$ cat src/design/alpe_pkg.sv
// Shared types and constants for the addressable LED pulse encoder.
// Used by the slot sequencer and the top level; depends on nothing else.
package alpe_pkg;

    // Store depth and frame layout.
    localparam int MAX_LEDS      = 64;
    localparam int GAP_SLOTS     = 50;
    localparam int SLOTS_PER_LED = 24;
    localparam int BUFFER_SLOTS  = GAP_SLOTS + SLOTS_PER_LED * (MAX_LEDS + 1);

    // Derived widths.
    localparam int LEN_W  = $clog2(BUFFER_SLOTS + 1);
    localparam int LED_W  = $clog2(MAX_LEDS + 2);
    localparam int LED_AW = (MAX_LEDS > 1) ? $clog2(MAX_LEDS) : 1;
    localparam int CALC_W = 14;

    // Fixed field widths.
    localparam int RGB_W   = 24;
    localparam int LIMIT_W = 10;
    localparam int INDEX_W = 8;
    localparam int COUNT_W = 7;
    localparam int BIT_W   = 5;

    // Reset values of the configuration registers.
    localparam logic [COUNT_W-1:0] LED_COUNT_RST  = 7'd64;
    localparam logic [7:0]         SLOT_TICKS_RST = 8'd130;
    localparam logic [7:0]         ONE_HIGH_RST   = 8'd70;
    localparam logic [7:0]         ZERO_HIGH_RST  = 8'd35;

    // Request operation codes; the fourth code does nothing.
    localparam logic [1:0] OP_SET_COLOR = 2'd0;
    localparam logic [1:0] OP_REFRESH   = 2'd1;
    localparam logic [1:0] OP_TICK      = 2'd2;

    // Last bit position within one LED.
    localparam logic [BIT_W-1:0] LAST_BIT = 5'd23;

    // Configuration register indexes.
    typedef enum logic [1:0] {
        CFG_LED_COUNT  = 2'd0,
        CFG_SLOT_TICKS = 2'd1,
        CFG_ONE_HIGH   = 2'd2,
        CFG_ZERO_HIGH  = 2'd3
    } t_cfg_idx;

    // Configuration register file.
    typedef struct packed {
        logic [COUNT_W-1:0] led_count;
        logic [7:0]         slot_ticks;
        logic [7:0]         one_high;
        logic [7:0]         zero_high;
    } t_cfg;

    // What the sequencer hands to the output stage for one request.
    typedef struct packed {
        logic             active;
        logic [7:0]       tick;
        logic [BIT_W-1:0] bit_pos;
        logic             busy;
        logic             pending;
        logic             done;
    } t_slot_info;

endpackage

$ cat src/design/alpe_ram.sv
// Generic simple dual-port RAM with one write port and a registered read port.
// Stands alone; no package needed.
module alpe_ram #(
    parameter int WIDTH = 24,
    parameter int DEPTH = 64
) (
    input  logic                                   i_clk,
    input  logic                                   i_we,
    input  logic [((DEPTH > 1) ? $clog2(DEPTH) : 1)-1:0] i_waddr,
    input  logic [WIDTH-1:0]                       i_wdata,
    input  logic                                   i_re,
    input  logic [((DEPTH > 1) ? $clog2(DEPTH) : 1)-1:0] i_raddr,
    output logic [WIDTH-1:0]                       o_rdata
);

    logic [WIDTH-1:0] r_mem [DEPTH];
    logic [WIDTH-1:0] r_rdata;

    // Write port.
    always_ff @(posedge i_clk) begin
        if (i_we) begin
            r_mem[i_waddr] <= i_wdata;
        end
    end

    // Read port; data holds while no read is issued.
    always_ff @(posedge i_clk) begin
        if (i_re) begin
            r_rdata <= r_mem[i_raddr];
        end
    end

    assign o_rdata = r_rdata;

endmodule

$ cat src/design/alpe_seq.sv
// Frame sequencer: busy/pending flags, frame length and the slot, LED and bit counters.
// Depends on alpe_pkg.
module alpe_seq (
    input  logic                          i_clk,
    input  logic                          i_rst_n,
    input  logic                          i_acc,
    input  logic [1:0]                    i_op,
    input  logic [alpe_pkg::LIMIT_W-1:0]  i_led_limit,
    input  alpe_pkg::t_cfg                i_cfg,
    output logic [alpe_pkg::LED_AW-1:0]   o_rd_addr,
    output alpe_pkg::t_slot_info          o_info
);

    logic                          r_busy, n_busy;
    logic                          r_pend, n_pend;
    logic [alpe_pkg::LEN_W-1:0]    r_plen, n_plen;
    logic [alpe_pkg::LEN_W-1:0]    r_active, n_active;
    logic [alpe_pkg::LEN_W-1:0]    r_slot, n_slot;
    logic [7:0]                    r_tick, n_tick;
    logic [alpe_pkg::LED_W-1:0]    r_led, n_led;
    logic [alpe_pkg::BIT_W-1:0]    r_bit, n_bit;

    logic                          in_gap;
    logic                          led_ok;
    logic                          tick_now;
    logic                          done;
    logic                          start;
    logic [alpe_pkg::LIMIT_W-1:0]  lim_n;
    logic [alpe_pkg::CALC_W-1:0]   led_slots;
    logic [alpe_pkg::CALC_W-1:0]   len_raw;
    logic [alpe_pkg::LEN_W-1:0]    len;
    logic [alpe_pkg::LEN_W-1:0]    slot_inc;

    // Where the current slot lies in the frame.
    assign in_gap   = r_slot < alpe_pkg::LEN_W'(alpe_pkg::GAP_SLOTS);
    assign led_ok   = r_led < alpe_pkg::LED_W'(alpe_pkg::MAX_LEDS);
    assign tick_now = (i_op == alpe_pkg::OP_TICK) && r_busy;
    assign slot_inc = r_slot + alpe_pkg::LEN_W'(1);

    // Frame length of a refresh request: the smaller of the LED limit and the LED count, capped at the buffer size.
    always_comb begin
        if (i_led_limit >= alpe_pkg::LIMIT_W'(i_cfg.led_count)) begin
            lim_n = alpe_pkg::LIMIT_W'(i_cfg.led_count);
        end else begin
            lim_n = i_led_limit;
        end
        led_slots = alpe_pkg::CALC_W'(lim_n) + alpe_pkg::CALC_W'(1);
        len_raw   = alpe_pkg::CALC_W'(alpe_pkg::GAP_SLOTS)
                  + (led_slots << 4) + (led_slots << 3);
        if (len_raw > alpe_pkg::CALC_W'(alpe_pkg::BUFFER_SLOTS)) begin
            len = alpe_pkg::LEN_W'(alpe_pkg::BUFFER_SLOTS);
        end else begin
            len = len_raw[alpe_pkg::LEN_W-1:0];
        end
    end

    // Next state for one accepted request.
    always_comb begin
        n_busy   = r_busy;
        n_pend   = r_pend;
        n_plen   = r_plen;
        n_active = r_active;
        n_slot   = r_slot;
        n_tick   = r_tick;
        n_led    = r_led;
        n_bit    = r_bit;
        done     = 1'b0;
        start    = 1'b0;
        if (i_acc) begin
            if (i_op == alpe_pkg::OP_REFRESH) begin
                n_plen = len;
                n_pend = 1'b1;
                start  = !r_busy;
            end else if (tick_now) begin
                if ({1'b0, r_tick} + 9'd1 >= {1'b0, i_cfg.slot_ticks}) begin
                    n_tick = 8'd0;
                    // Data slots step the bit and LED counters.
                    if (!in_gap) begin
                        if (r_bit == alpe_pkg::LAST_BIT) begin
                            n_bit = '0;
                            n_led = r_led + alpe_pkg::LED_W'(1);
                        end else begin
                            n_bit = r_bit + alpe_pkg::BIT_W'(1);
                        end
                    end
                    if (slot_inc >= r_active) begin
                        n_busy = 1'b0;
                        n_slot = '0;
                        done   = 1'b1;
                        start  = r_pend;
                    end else begin
                        n_slot = slot_inc;
                    end
                end else begin
                    n_tick = r_tick + 8'd1;
                end
            end
            // Launch the waiting frame.
            if (start) begin
                n_pend   = 1'b0;
                n_busy   = 1'b1;
                n_active = n_plen;
                n_slot   = '0;
                n_tick   = 8'd0;
                n_led    = '0;
                n_bit    = '0;
            end
        end
    end

    // State registers.
    always_ff @(posedge i_clk) begin
        if (!i_rst_n) begin
            r_busy   <= 1'b0;
            r_pend   <= 1'b0;
            r_plen   <= '0;
            r_active <= '0;
            r_slot   <= '0;
            r_tick   <= 8'd0;
            r_led    <= '0;
            r_bit    <= '0;
        end else begin
            r_busy   <= n_busy;
            r_pend   <= n_pend;
            r_plen   <= n_plen;
            r_active <= n_active;
            r_slot   <= n_slot;
            r_tick   <= n_tick;
            r_led    <= n_led;
            r_bit    <= n_bit;
        end
    end

    // Color fetch address and per-request information for the output stage.
    assign o_rd_addr      = alpe_pkg::LED_AW'(r_led);
    assign o_info.active  = tick_now && !in_gap && led_ok;
    assign o_info.tick    = r_tick;
    assign o_info.bit_pos = r_bit;
    assign o_info.busy    = n_busy;
    assign o_info.pending = n_pend;
    assign o_info.done    = done;

`ifndef ASSERT_OFF
    // The bit counter never leaves one LED's 24 positions.
    a_bit_range: assert property (@(posedge i_clk) disable iff (!i_rst_n)
        r_bit <= alpe_pkg::LAST_BIT)
        else $error("bit counter out of range");

    // A running frame is always inside its length.
    a_slot_in_frame: assert property (@(posedge i_clk) disable iff (!i_rst_n)
        r_busy |-> (r_slot < r_active))
        else $error("slot index beyond frame length");

    // The slot counter rests at zero between frames.
    a_slot_idle: assert property (@(posedge i_clk) disable iff (!i_rst_n)
        !r_busy |-> (r_slot == '0))
        else $error("slot index not cleared while idle");
`endif

endmodule

$ cat src/design/addressable_led_pulse_encoder_core.sv
// Addressable LED pulse encoder: top level with request/result channels and config.
// Depends on alpe_pkg, alpe_ram and alpe_seq.
//
// The block takes one request in every clock cycle and returns its result in the
// cycle after it is accepted; the output register stalls the input only when
// a result is waiting and the output side is not ready. Colors live in a
// 64-entry RAM with a registered read: a tick request fetches the color of
// the LED it is sending in the cycle it is accepted, and the line level is
// decoded from the read data in the output stage. Per-entry valid bits make
// unwritten LEDs read as black right after reset, so no clearing pass is
// needed. Configuration writes take effect on the next clock edge.
module addressable_led_pulse_encoder_core (
    input  logic                          i_clk,
    input  logic                          i_rst_n,
    // Configuration write port
    input  logic                          i_cfg_we,
    input  logic [1:0]                    i_cfg_index,
    input  logic [7:0]                    i_cfg_data,
    // Request channel
    input  logic                          i_in_valid,
    output logic                          o_in_ready,
    input  logic [1:0]                    i_operation,
    input  logic [alpe_pkg::INDEX_W-1:0]  i_led_index,
    input  logic [alpe_pkg::RGB_W-1:0]    i_rgb_value,
    input  logic [alpe_pkg::LIMIT_W-1:0]  i_led_limit,
    // Result channel
    output logic                          o_out_valid,
    input  logic                          i_out_ready,
    output logic                          o_line_level,
    output logic                          o_busy_res,
    output logic                          o_pending,
    output logic                          o_frame_done
);

    alpe_pkg::t_cfg                 r_cfg;
    alpe_pkg::t_slot_info           info;
    alpe_pkg::t_slot_info           r_s1;
    logic                           r_out_vld;
    logic                           r_s1_cv;
    logic [alpe_pkg::MAX_LEDS-1:0]  r_vld_bits;

    logic                           acc;
    logic                           idx_ok;
    logic                           wr_en;
    logic                           rd_en;
    logic [alpe_pkg::LED_AW-1:0]    wr_addr;
    logic [alpe_pkg::LED_AW-1:0]    rd_addr;
    logic [alpe_pkg::RGB_W-1:0]     rd_data;
    logic [alpe_pkg::RGB_W-1:0]     color;
    logic [alpe_pkg::BIT_W-1:0]     shift;
    logic [7:0]                     high;

    // Handshake: the output register frees up when its result is taken.
    assign o_in_ready = !r_out_vld || i_out_ready;
    assign acc        = i_in_valid && o_in_ready;

    // Configuration registers.
    always_ff @(posedge i_clk) begin
        if (!i_rst_n) begin
            r_cfg.led_count  <= alpe_pkg::LED_COUNT_RST;
            r_cfg.slot_ticks <= alpe_pkg::SLOT_TICKS_RST;
            r_cfg.one_high   <= alpe_pkg::ONE_HIGH_RST;
            r_cfg.zero_high  <= alpe_pkg::ZERO_HIGH_RST;
        end else if (i_cfg_we) begin
            unique case (alpe_pkg::t_cfg_idx'(i_cfg_index))
                alpe_pkg::CFG_LED_COUNT:  r_cfg.led_count  <= i_cfg_data[alpe_pkg::COUNT_W-1:0];
                alpe_pkg::CFG_SLOT_TICKS: r_cfg.slot_ticks <= i_cfg_data;
                alpe_pkg::CFG_ONE_HIGH:   r_cfg.one_high   <= i_cfg_data;
                alpe_pkg::CFG_ZERO_HIGH:  r_cfg.zero_high  <= i_cfg_data;
                default: ;
            endcase
        end
    end

    // Frame sequencer.
    alpe_seq u_seq (
        .i_clk       (i_clk),
        .i_rst_n     (i_rst_n),
        .i_acc       (acc),
        .i_op        (i_operation),
        .i_led_limit (i_led_limit),
        .i_cfg       (r_cfg),
        .o_rd_addr   (rd_addr),
        .o_info      (info)
    );

    // Color store writes and reads.
    assign idx_ok  = {3'b0, i_led_index} < 11'(alpe_pkg::MAX_LEDS);
    assign wr_en   = acc && (i_operation == alpe_pkg::OP_SET_COLOR) && idx_ok;
    assign wr_addr = alpe_pkg::LED_AW'(i_led_index);
    assign rd_en   = acc && info.active;

    alpe_ram #(
        .WIDTH (alpe_pkg::RGB_W),
        .DEPTH (alpe_pkg::MAX_LEDS)
    ) u_color_ram (
        .i_clk   (i_clk),
        .i_we    (wr_en),
        .i_waddr (wr_addr),
        .i_wdata (i_rgb_value),
        .i_re    (rd_en),
        .i_raddr (rd_addr),
        .o_rdata (rd_data)
    );

    // Valid bits: an entry never written reads as black.
    always_ff @(posedge i_clk) begin
        if (!i_rst_n) begin
            r_vld_bits <= '0;
        end else if (wr_en) begin
            r_vld_bits[wr_addr] <= 1'b1;
        end
    end

    // Output stage registers.
    always_ff @(posedge i_clk) begin
        if (!i_rst_n) begin
            r_out_vld <= 1'b0;
        end else if (acc) begin
            r_out_vld <= 1'b1;
        end else if (i_out_ready) begin
            r_out_vld <= 1'b0;
        end
    end

    always_ff @(posedge i_clk) begin
        if (rd_en) begin
            r_s1_cv <= r_vld_bits[rd_addr];
        end
        if (acc) begin
            r_s1 <= info;
        end
    end

    // Pick the color bit: green first, then red, then blue, MSB first.
    always_comb begin
        color = r_s1_cv ? rd_data : '0;
        unique case (r_s1.bit_pos[4:3])
            2'd0:    shift = 5'd8 + {2'b0, ~r_s1.bit_pos[2:0]};
            2'd1:    shift = 5'd16 + {2'b0, ~r_s1.bit_pos[2:0]};
            default: shift = {2'b0, ~r_s1.bit_pos[2:0]};
        endcase
        high = color[shift] ? r_cfg.one_high : r_cfg.zero_high;
    end

    assign o_out_valid  = r_out_vld;
    assign o_line_level = r_s1.active && (r_s1.tick < high);
    assign o_busy_res   = r_s1.busy;
    assign o_pending    = r_s1.pending;
    assign o_frame_done = r_s1.done;

`ifndef ASSERT_OFF
    // A request can only wait behind a frame in progress.
    a_pending_busy: assert property (@(posedge i_clk) disable iff (!i_rst_n)
        (o_out_valid && o_pending) |-> o_busy_res)
        else $error("pending without a frame in progress");

    // A waiting request starts as soon as a frame ends.
    a_done_starts: assert property (@(posedge i_clk) disable iff (!i_rst_n)
        (o_out_valid && o_frame_done) |-> !o_pending)
        else $error("pending request not started at frame end");

    // A driven line that leaves the block idle must have ended the frame.
    a_level_end: assert property (@(posedge i_clk) disable iff (!i_rst_n)
        (o_out_valid && o_line_level && !o_busy_res) |-> o_frame_done)
        else $error("line driven while idle");
`endif

endmodule
$ cat config.mk
export PLATFORM = sky130hd
export DESIGN_NAME = addressable_led_pulse_encoder_core
export DESIGN_NICKNAME = d
export VERILOG_FILES = /design/src/design/alpe_pkg.sv /design/src/design/alpe_ram.sv /design/src/design/alpe_seq.sv /design/src/design/addressable_led_pulse_encoder_core.sv
export SDC_FILE = /design/constraint.sdc
export NUM_CORES = 2
export LEC_CHECK = 0
export BUFFER_PORTS_ARGS = -buffer_cell sky130_fd_sc_hd__buf_2
export CORE_UTILIZATION = 30
export DETAILED_ROUTE_END_ITERATION = 10
export HOLD_SLACK_MARGIN = 0.08
export SYNTH_ARGS = -nofsm -noshare
export SYNTH_HDL_FRONTEND = slang
export SYNTH_SLANG_ARGS = --single-unit
export TNS_END_PERCENT = 1
$ cat constraint.sdc
create_clock -name i_clk -period 6.03 [get_ports i_clk]
set_input_delay 0 -clock i_clk [delete_from_list [all_inputs] [get_ports i_clk]]
set_output_delay 0 -clock i_clk [all_outputs]
set_load 0.03 [all_outputs]
==> results.md <==
- Critical path endpoint category: register
- Leak: ~0.023 uW
- Initial Utilization: 30.2%
- RePlAce Congestion: roughly 0.82
- CTS tree: done
- Clk_lat worst skew: 0.82 ns
- RSZ-0062 raised after global routing: false
- Mapped Area: between 0.06 and 0.07 sq mm
- HPWL after DPL: roughly 90 mm
- Final Max Tran Viols: 0
- IO Pins: 65
- Peak VDD IR: 317 uV
- Clock H-tree levels: 4
- Crit share post-route: between 90 and 100%
- #FFs+latches synth: approximately 1700
- Layout Utilization: 34.8%
- WHS: 0.142 ns
- Share of cells above drive strength 1: roughly 28%
- GRT Util Overall: 14.3%
- Final Hold Viols: 0
- Grt total ovfl: 0
- Drt initial violations: approximately 3500
- Setup TNS Final: 0 ns
- Avg Cell Area, Syn: 21.4 sq um
- First drt pass iteration count: 5
- Via count: ~32000
- Non-Filler Instances: around 6500
- Cell count after synthesis: about 3200
- Postcts setup bufs: 0
- Synth Flop Type: edfxtp_1
- Sequential area share after synthesis: approximately 74%
- P&R area growth vs syn: 15.5%
- NumNets Final: between 3000 and 4000
- Worst Max-Slew Pin Slew: approximately 1.3 ns
- Via density: between 4 and 5
- Final min period: ~5.4 ns
- Initial antenna violation count: 17
- Post-synth EDFFs: 1578
- Final WL: 163 mm
- DRC viols: 0
- CTS sink cnt: roughly 1700
- Pwr Density: roughly 300 mW/mm^2
- Asr flop ratio synth: 0%
- Overall power consumption: around 24000 uW
- Largest net degree at the start of global routing: slightly below 80
- Die Ht: 477 um
- Clk_skew: 0.0486 ns
- WL per Instance: 25.1 um
- Core ar.: around 0.22 sq mm
- Root Driver: clkbuf_16
- Reg clk slew, reported paths: 0.06 ns
- Worst Setup Path Type: reg -> reg
- Ys Warns: 0
- CP Data Arrival Time: approximately 6.1 ns
- Unique cell type count in the Yosys netlist: between 60 and 70
- CTS max path bufs: 3
- Die X: ~480 um
- Worst hold path class: in -> reg
- # rows: 174
- Worst Path Required: a little under 7 ns
- Max-cap violations: 0
- Critical Path Start Type: register
- Fillers: roughly 21000
- CTS Buf Count: 171
- DP Cell Count: 6127
- PortBufs: 64
- Antenna Nets Post-Route: 0
- CP Max Fanout: 16
- Status: finished, final reports clean
- Fmax: 184 MHz
- Max_slew headroom: between 10 and 15%
- First-pass GRT wire length: 237 mm
- Die ar.: between 0.2 and 0.25 sq mm
- Vias in the first global route: about 33000
- Setup Viol. Count Final: 0
-- state kept, by name, summed over array words and instances, names as in the netlist, 5 cells and up --
register             count
u_color_ram.r_mem     1536
r_vld_bits              64
r_cfg                   31
u_color_ram.o_rdata     24
r_s1                    14
u_seq.r_active          11
u_seq.r_plen            11
u_seq.r_slot            11
u_seq.r_tick             8
u_seq.r_led              7
u_seq.r_bit              5
-- report_power, final --
group	total, uW	switching, uW	internal (uW)
Clock	10300	4630	5670
Combinational	626	425	201
Sequential	13100	18.7	13100
Total	24000	5080	19000
-- cell usage in the layout, fill, tap and decap left out, drive strengths merged, types with 65 or more instances in the layout --
master / count
edfxtp: 1578
mux4: 529
clkbuf: 224
dfxtp: 151
buf: 124
nor2: 122
nand2: 91
o21a: 69
clkinv: 66
dlygate4sd3: 65
-- kinds of logic (layout without fill, tap and decap cells) --
kind of cell               after synthesis  count (layout)  share of synthesized area, %
xor gates and xnor gates                33              33                         0.427
adders and majority gates               53              53                         0.991
other                                    1               5                       0.00554
DFF                                   1729            1729                          74.5
and+or+nand+nor                        362             362                          2.53
muxes                                  553             553                          18.0
buffers and inverters                  197             541                          1.26
AOI/OAI and AO/OA                      241             241                          2.37
-- timing repair --
item,CTS,global route
endpoints found under the hold margin,1624,0
hold buffers,65,0
resized for setup,0,0
-- path summary, 6_finish.rpt --
check	start	endpoint	slack [ns]	cells after the start
worst max-delay path	r_cfg[27]	u_seq.r_active[4]	0.59	23
worst min-delay path	i_led_limit[1]	u_seq.r_plen[4]	0.14	7
worst max register to register	r_cfg[27]	u_seq.r_active[4]	0.59	23
worst min register to register	u_seq.r_plen[0]	u_seq.r_plen[0]	0.46	1
-- layout make-up --
cell class              count  area (sq um)  area share [%]
repair buffers            189          1600            2.04
flip-flops and latches   1729         50400            64.5
diodes                      3          7.51         0.00960
multi-input cells        1244         16900            21.7
clock buffers             224          4560            5.83
clock inverters            90           802            1.03
inverters                  38           143           0.182
well taps                2992          3740            4.79
-- critical path, cell delays in order, from the launching register on --
cell and delay [ns]:
dfxtp_1 0.38, inv_1 0.09, ha_1 0.29, a2111oi_0 0.36
o21ai_0 0.30, a21boi_1 0.29, buf_4 0.23, nand2_1 0.06
o21ai_0 0.07, ha_1 0.31, inv_1 0.14, nor3_1 0.22
xnor2_1 0.14, nor2_1 0.05, a21oi_1 0.21, ha_1 0.27
ha_1 0.40, or2_2 0.33, o221ai_1 0.30, nand2_1 0.15
o21ai_0 0.22, buf_4 0.17, o2111ai_1 0.12, o211a_1 0.20
-- metrics by stage --
step / worst slack, ns / cell area, sq um
2_1_floorplan: 0.809 / 67700
3_3_place_gp: 0.675 / 72200
3_5_place_dp: 0.621 / 72200
4_1_cts: 0.595 / 78200
5_1_grt: 0.0414 / 78200
6_report: 0.594 / 78200
-- routing by layer --
metal	part of all wire, %	vias up	track usage (%)	wire, um
li1	-	13706	-	-
met1	42	17426	19.2	68600
met2	48	1014	22.8	78900
met3	7.5	215	3.84	12300
met4	2.1	2	3.80	3490
met5	0.012	-	0	19
-- synthesized netlist by cell type, drive strengths merged (3+ instances only) --
cell	number	area, sq um
o31ai	7	52.6
nor2	122	458
nand2b	7	43.8
mux4	529	11900
mux2i	19	190
xnor2	16	140
dfxtp	151	3020
or3b	4	35.0
a21boi	15	113
o211a	4	40.0
mux2	5	56.3
nor4	6	37.5
o211ai	5	37.5
edfxtp	1578	47400
ha	52	651
o2111ai	3	26.3
buf	66	360
nor2b	20	125
a21o	4	30.0
nand2	91	342
or2	3	18.8
nand3	40	200
and3	11	68.8
a32o	3	30.0
or3	7	43.8
o21ai	45	229
nand3b	15	113
inv	37	139
a31oi	4	25.0
nor3	12	60.1
xor2	17	149
a21oi	57	285
nand4	7	43.8
clkbuf	93	349
and2	9	56.3
o21a	69	518
a211oi	6	57.6
(Power assumes the default switching activity.)
